<file path="src/rtl/m3inv_pkg.sv">
// Shared widths, types and helpers for the 3x3 adjugate matrix inverter.
// No dependencies; used by every other file of the block.
package m3inv_pkg;

  localparam int NUM_EL  = 9;
  localparam int IN_W    = 16;                  // Q8.8 entry
  localparam int OUT_W   = 32;                  // Q16.16 result
  localparam int PROD_W  = 2 * IN_W;            // 2x2 minor product
  localparam int COF_W   = PROD_W + 1;          // signed cofactor
  localparam int DET_W   = IN_W + COF_W + 2;    // sum of three terms, with margin
  localparam int DMAG_W  = DET_W - 1;           // determinant magnitude
  localparam int AMAG_W  = COF_W - 1;           // adjugate magnitude
  localparam int FRAC_SH = 24;                  // numerator pre-shift
  localparam int NUM_W   = AMAG_W + FRAC_SH;    // numerator width
  localparam int QB      = OUT_W;               // quotient bits resolved by steps
  localparam int HI_W    = NUM_W - QB;          // numerator bits above the quotient
  localparam int REM_W   = DMAG_W + 1;          // partial remainder
  localparam int PASS_SH = 8;                   // Q8.8 -> Q16.16
  localparam int FRONT_ST = 5;
  localparam int LANE_ST  = QB + 2;
  localparam int PIPE_D   = FRONT_ST + LANE_ST;

  typedef logic signed [IN_W-1:0]  elem_t;
  typedef logic signed [OUT_W-1:0] res_t;

  // per-lane word handed from the cofactor front end to a divider lane
  typedef struct packed {
    logic [AMAG_W-1:0] adj_mag;
    logic              neg;
    logic              sing;
    elem_t             pass;
  } lane_in_t;

  typedef struct packed {
    logic [NUM_EL-1:0][OUT_W-1:0] inv;
    logic                         singular;
  } result_t;

  // lower and upper of the two rows (or columns) other than idx
  function automatic int unsigned other_lo(input int unsigned idx);
    return (idx == 0) ? 1 : 0;
  endfunction

  function automatic int unsigned other_hi(input int unsigned idx);
    return (idx == 2) ? 1 : 2;
  endfunction

endpackage

</file>
<file path="src/rtl/m3inv_outbuf.sv">
// Merge stage: gathers the nine lane results into one word and holds it in
// a two-entry output buffer (head plus skid). Depends on m3inv_pkg.
module m3inv_outbuf (
  input  logic                  clk_i,
  input  logic                  rst_ni,
  input  logic                  push_i,
  input  logic [m3inv_pkg::OUT_W-1:0] lane_res_i [m3inv_pkg::NUM_EL],
  input  logic                  sing_i,
  input  logic                  ready_i,
  output logic                  valid_o,
  output m3inv_pkg::result_t    data_o,
  output logic                  en_o
);
  import m3inv_pkg::*;

  result_t word;
  result_t head_q, skid_q;
  logic    head_vld_q, skid_vld_q;
  logic    pop;

  always_comb begin
    for (int i = 0; i < NUM_EL; i++) begin
      word.inv[i] = lane_res_i[i];
    end
    word.singular = sing_i;
  end

  assign pop     = head_vld_q && ready_i;
  assign en_o    = !skid_vld_q || ready_i;
  assign valid_o = head_vld_q;
  assign data_o  = head_q;

  // buffer control
  always_ff @(posedge clk_i or negedge rst_ni) begin
    if (!rst_ni) begin
      head_vld_q <= 1'b0;
      skid_vld_q <= 1'b0;
    end else begin
      if (pop) begin
        if (skid_vld_q) begin
          skid_vld_q <= push_i;
        end else begin
          head_vld_q <= push_i;
        end
      end else if (push_i) begin
        if (head_vld_q) skid_vld_q <= 1'b1;
        else            head_vld_q <= 1'b1;
      end
    end
  end

  // buffer data
  always_ff @(posedge clk_i) begin
    if (pop) begin
      if (skid_vld_q) begin
        head_q <= skid_q;
        if (push_i) skid_q <= word;
      end else if (push_i) begin
        head_q <= word;
      end
    end else if (push_i) begin
      if (head_vld_q) skid_q <= word;
      else            head_q <= word;
    end
  end

  a_skid_needs_head: assert property (@(posedge clk_i) disable iff (!rst_ni)
    skid_vld_q |-> head_vld_q)
    else $error("skid entry valid without head entry");

  a_no_push_when_full: assert property (@(posedge clk_i) disable iff (!rst_ni)
    (push_i && skid_vld_q) |-> ready_i)
    else $error("word pushed into a full output buffer");

  a_skid_fill_on_stall: assert property (@(posedge clk_i) disable iff (!rst_ni)
    $rose(skid_vld_q) |-> $past(head_vld_q && !ready_i))
    else $error("skid filled although head was free");

endmodule

</file>
<file path="config.mk">
export PLATFORM = sky130hd
export DESIGN_NAME = m3inv_outbuf
export DESIGN_NICKNAME = d
export VERILOG_FILES = /design/src/rtl/m3inv_pkg.sv /design/src/rtl/m3inv_outbuf.sv
export SDC_FILE = /design/constraint.sdc
export NUM_CORES = 1
export LEC_CHECK = 0
export ABC_AREA = 1
export BUFFER_PORTS_ARGS = -buffer_cell sky130_fd_sc_hd__buf_2
export CAP_MARGIN = 20
export CORE_AREA = 2 2 228 230
export DETAILED_ROUTE_END_ITERATION = 6
export DIE_AREA = 0 0 230 232
export HOLD_SLACK_MARGIN = 0.06
export PLACE_DENSITY = 0.79
export SYNTH_ARGS = -nofsm -noshare
export SYNTH_HDL_FRONTEND = slang
export SYNTH_SLANG_ARGS = --single-unit
</file>
<file path="constraint.sdc">
create_clock -name clk_i -period 17.9 [get_ports clk_i]
set_input_delay 0.895 -clock clk_i [delete_from_list [all_inputs] [get_ports clk_i]]
set_output_delay 0.895 -clock clk_i [all_outputs]
set_load 0.02 [all_outputs]
</file>
==> run summary <==
Synth-to-layout area growth -> 22.1%
Port-buffer cells -> 583
Max transition margin -> 21.9%
Final hold viol count -> 0
Slowest stage delay, CP -> 890 ps
TNS Setup -> 0 ps
Clk buf depth -> 3
Most frequent cell after synthesis -> edfxtp_1
Fillers -> 4,101
First-pass GRT wire length -> 75.6 mm
Final Max Tran Viols -> 0
Layout cell share with drive strength beyond 1 -> 41.7%
Simple-gate portion of the synthesized area -> 5.03%
Final period util -> 23.3%
Die ar. -> 53,400 um2
DIE HEIGHT -> 232 um
Hold Path Class -> in2reg
FF-to-FF End -> data_o[191]
Sw Ratio -> 26.9%
TritonCTS clock tree -> built
Final Critical Period -> 4160 ps
Gr usage total -> 18.2%
Slowest cell on the critical path -> buf_4
Row cnt -> 83
Post-Route WL -> 49.7 mm
FF/Latch Area -> 17,400 um2
Crit path arrival time -> 4590 ps
Total core area -> 50,900 um2
MaxCap Viol Count -> 0
Vias after detailed routing -> 13.4k
Worst hold path depth -> 1
Final HPWL DP -> 33.9 mm
Worst r2r src -> valid_o
Net Count, Synth -> 1,820
Net Sw Power -> 0.000921 W
Main combinational cell family by area after synthesis -> compound AO/OA/AOI/OAI gates
CP Data Required Time -> 18,320 ps
Nets -> 2,409
Post-synth EDFFs -> 578
Post-CTS sizing -> 0
Post-Syn Area -> 22,600 um2
Initial Util -> 44.4%
#FFs+latches synth -> 580
Complex-gate fraction of the synthesized area -> 10.1%
Dominant synthesized flop cell -> edfxtp_1
Register-to-Register Path Depth -> 6
Power share of the sequential group -> 51.2%
Post-synthesis mux area share -> 0%
Die width -> 230 um
Yosys top cell by area -> edfxtp_1
Clock tree sinks -> 580
Worst slew pin tran -> 1170 ps
Vias in the first global route -> 13.8k
I/O pins -> 584
Initial detailed-routing violation count -> 982
Most area-consuming cells after synthesis -> edfxtp_1 77%, o21ai_2 8.7%, nand2_1 5.0%
RePlAce Congestion -> 0.867
Outcome -> finished, final reports clean
DR WL/cell -> 17.4 um
Asr flop ratio synth -> 0.345%
PD cells -> 124 nW/um2
WHS Endpoint -> skid_q[283]
Syn Area/Cell -> 14.8 um2
CP top delay family -> buffers and inverters
Buffers & Inverters on Critical Path -> 3
Largest net degree at the start of global routing -> 189
Multi-input logic area -> 3430 um2
RSZ-0062 raised after global routing -> no
Num CTS Buffers -> 58
CP Capture Type -> register
Gr ovfl total -> 0
Post-Synth XOR/XNOR Area -> 0%
Register area share after synthesis -> 77.0%
CP startpoint kind -> register
R2r setup slk -> 13,740 ps
Max FO, Critical Path -> 100
Fin Clk Skew -> 16.9 ps
WS Path Type -> reg2reg
DRC Markers -> 0
Finish-stage setup viols -> 0
Cells after Synth -> 1,527
Clock root buffer -> clkbuf_16
Via-to-Cell Ratio -> 4.72
Clock transition at the registers of the reported paths -> 60 ps
Commonest cells post-synth -> 578 x edfxtp_1, 299 x nand2_1, 293 x inv_1, 224 x o21ai_2, 57 x buf_6
Comb power frac -> 15.5%
Distinct cells, synth -> 12
Post-DRT Antenna Nets -> 0
P_int -> 0.00250 W
Drt first pass iters -> 5
Adder-Cell Fraction of Synth Area -> 0%
Clk_lat worst skew -> 590 ps
VDD IR-drop max -> 0.113 mV
Warnings, synthesis -> 0
Clk pwr share -> 33.3%
Initial antenna violation count -> 9
FMAX -> 0.240 GHz
Most used cell, CP -> buf_4
Htree depth -> 2
Worst hold start -> lane_res_i[26]
Fin util -> 54.2%
Top-area cell type share of the netlist area -> 76.8%
Pleak -> 12.0 nW
Cells along the critical path -> nand3_4, buf_4, buf_4, buf_4, nand2_1, o21ai_2
==> worst max path at each step <==
stage,start,endpoint,slack (ps),depth (start not counted)
floorplan,ready_i,skid_q[0],10550,5
global placement,ready_i,data_o[235],13360,6
detailed placement,ready_i,data_o[234],13250,7
CTS,valid_o,data_o[191],13790,6
global route,valid_o,data_o[191],13420,6
finish,valid_o,data_o[191],13740,6
==> layer usage <==
metal  global-route usage, %  share of wire, %  vias to the layer above
met5                       0              0.11                        -
met4                    7.68               3.4                        8
met3                    6.81                10                      113
met2                    29.8                49                      555
met1                    21.7                37                     6388
li1                        -                 -                     6361
==> layout by cell type (no fill, tap or decap) <==
| cell | count |
|---|---|
| clkbuf_1 | 14 |
| inv_8 | 2 |
| edfxtp_1 | 578 |
| nand3_4 | 1 |
| clkinv_2 | 15 |
| buf_2 | 583 |
| buf_12 | 2 |
| clkbuf_16 | 59 |
| clkinv_1 | 9 |
| clkinv_4 | 2 |
| o21ai_0 | 47 |
| bufinv_16 | 3 |
| inv_6 | 2 |
| diode_2 | 7 |
| dfrtp_1 | 2 |
| o21ai_2 | 224 |
| buf_4 | 7 |
| o21ai_1 | 18 |
| nand3_1 | 1 |
| inv_1 | 291 |
| dlygate4sd3_1 | 1 |
| nand2_1 | 299 |
==> state kept, by name, summed over array words and instances, names as in the netlist <==
| register | count |
|---|---|
| valid_o | 1 |
| data_o | 289 |
| skid_vld_q | 1 |
| skid_q | 289 |
==> area by class of cell <==
type	count	share of cell area (%)
Sequential cell	580	63.1
Multi-Input combinational cell	590	12.4
Timing Repair Buffer	593	10.9
Clock buffer	73	5.54
Inverter	293	4.04
Tap cell	680	3.08
Clock inverter	31	0.848
Antenna cell	7	0.0635
==> per-stage QoR <==
stage                     instance area, um2  hold WS (ps)  setup slack [ps]  total power (W)  cells
after floorplan                        22600           505             10550          0.00217   1527
after global placement                 25800           553             13360          0.00229   2735
after detailed placement               25800           562             13250          0.00231   2735
after CTS                              27600           432             13790          0.00345   2840
after global routing                   27600           447             13420          0.00355   2844
final                                  27600           479             13740          0.00342   2847
==> worst reg2reg max path, delay by kind of cell, from the launching register on <==
| family | cells | cell delay, ps |
|---|---|---|
| buffers and inverters | 3 | 2590 |
| AND/OR/NAND/NOR | 2 | 880 |
| flip-flops | 1 | 440 |
| AO/OA/AOI/OAI | 1 | 100 |
==> repair_timing <==
action | CTS | global route
endpoints found under the hold margin | 2 | 0
buffers inserted | 0 | 0
hold buffers | 1 | 0
==> cells by family after synthesis <==
group | count (synthesis)
simple gates | 301
buf+inv | 357
flops | 580
compound gates | 289
==> power by group through the flow <==
stage | clock network [W] | registers [W] | logic [W]
after detailed placement | 0 | 0.00178 | 0.000534
after floorplan | 0 | 0.00193 | 0.000240
after global placement | 0 | 0.00177 | 0.000519
after global routing | 0.00121 | 0.00176 | 0.000578
final | 0.00114 | 0.00175 | 0.000530
after CTS | 0.00116 | 0.00175 | 0.000537
(Power assumes the default switching activity.)
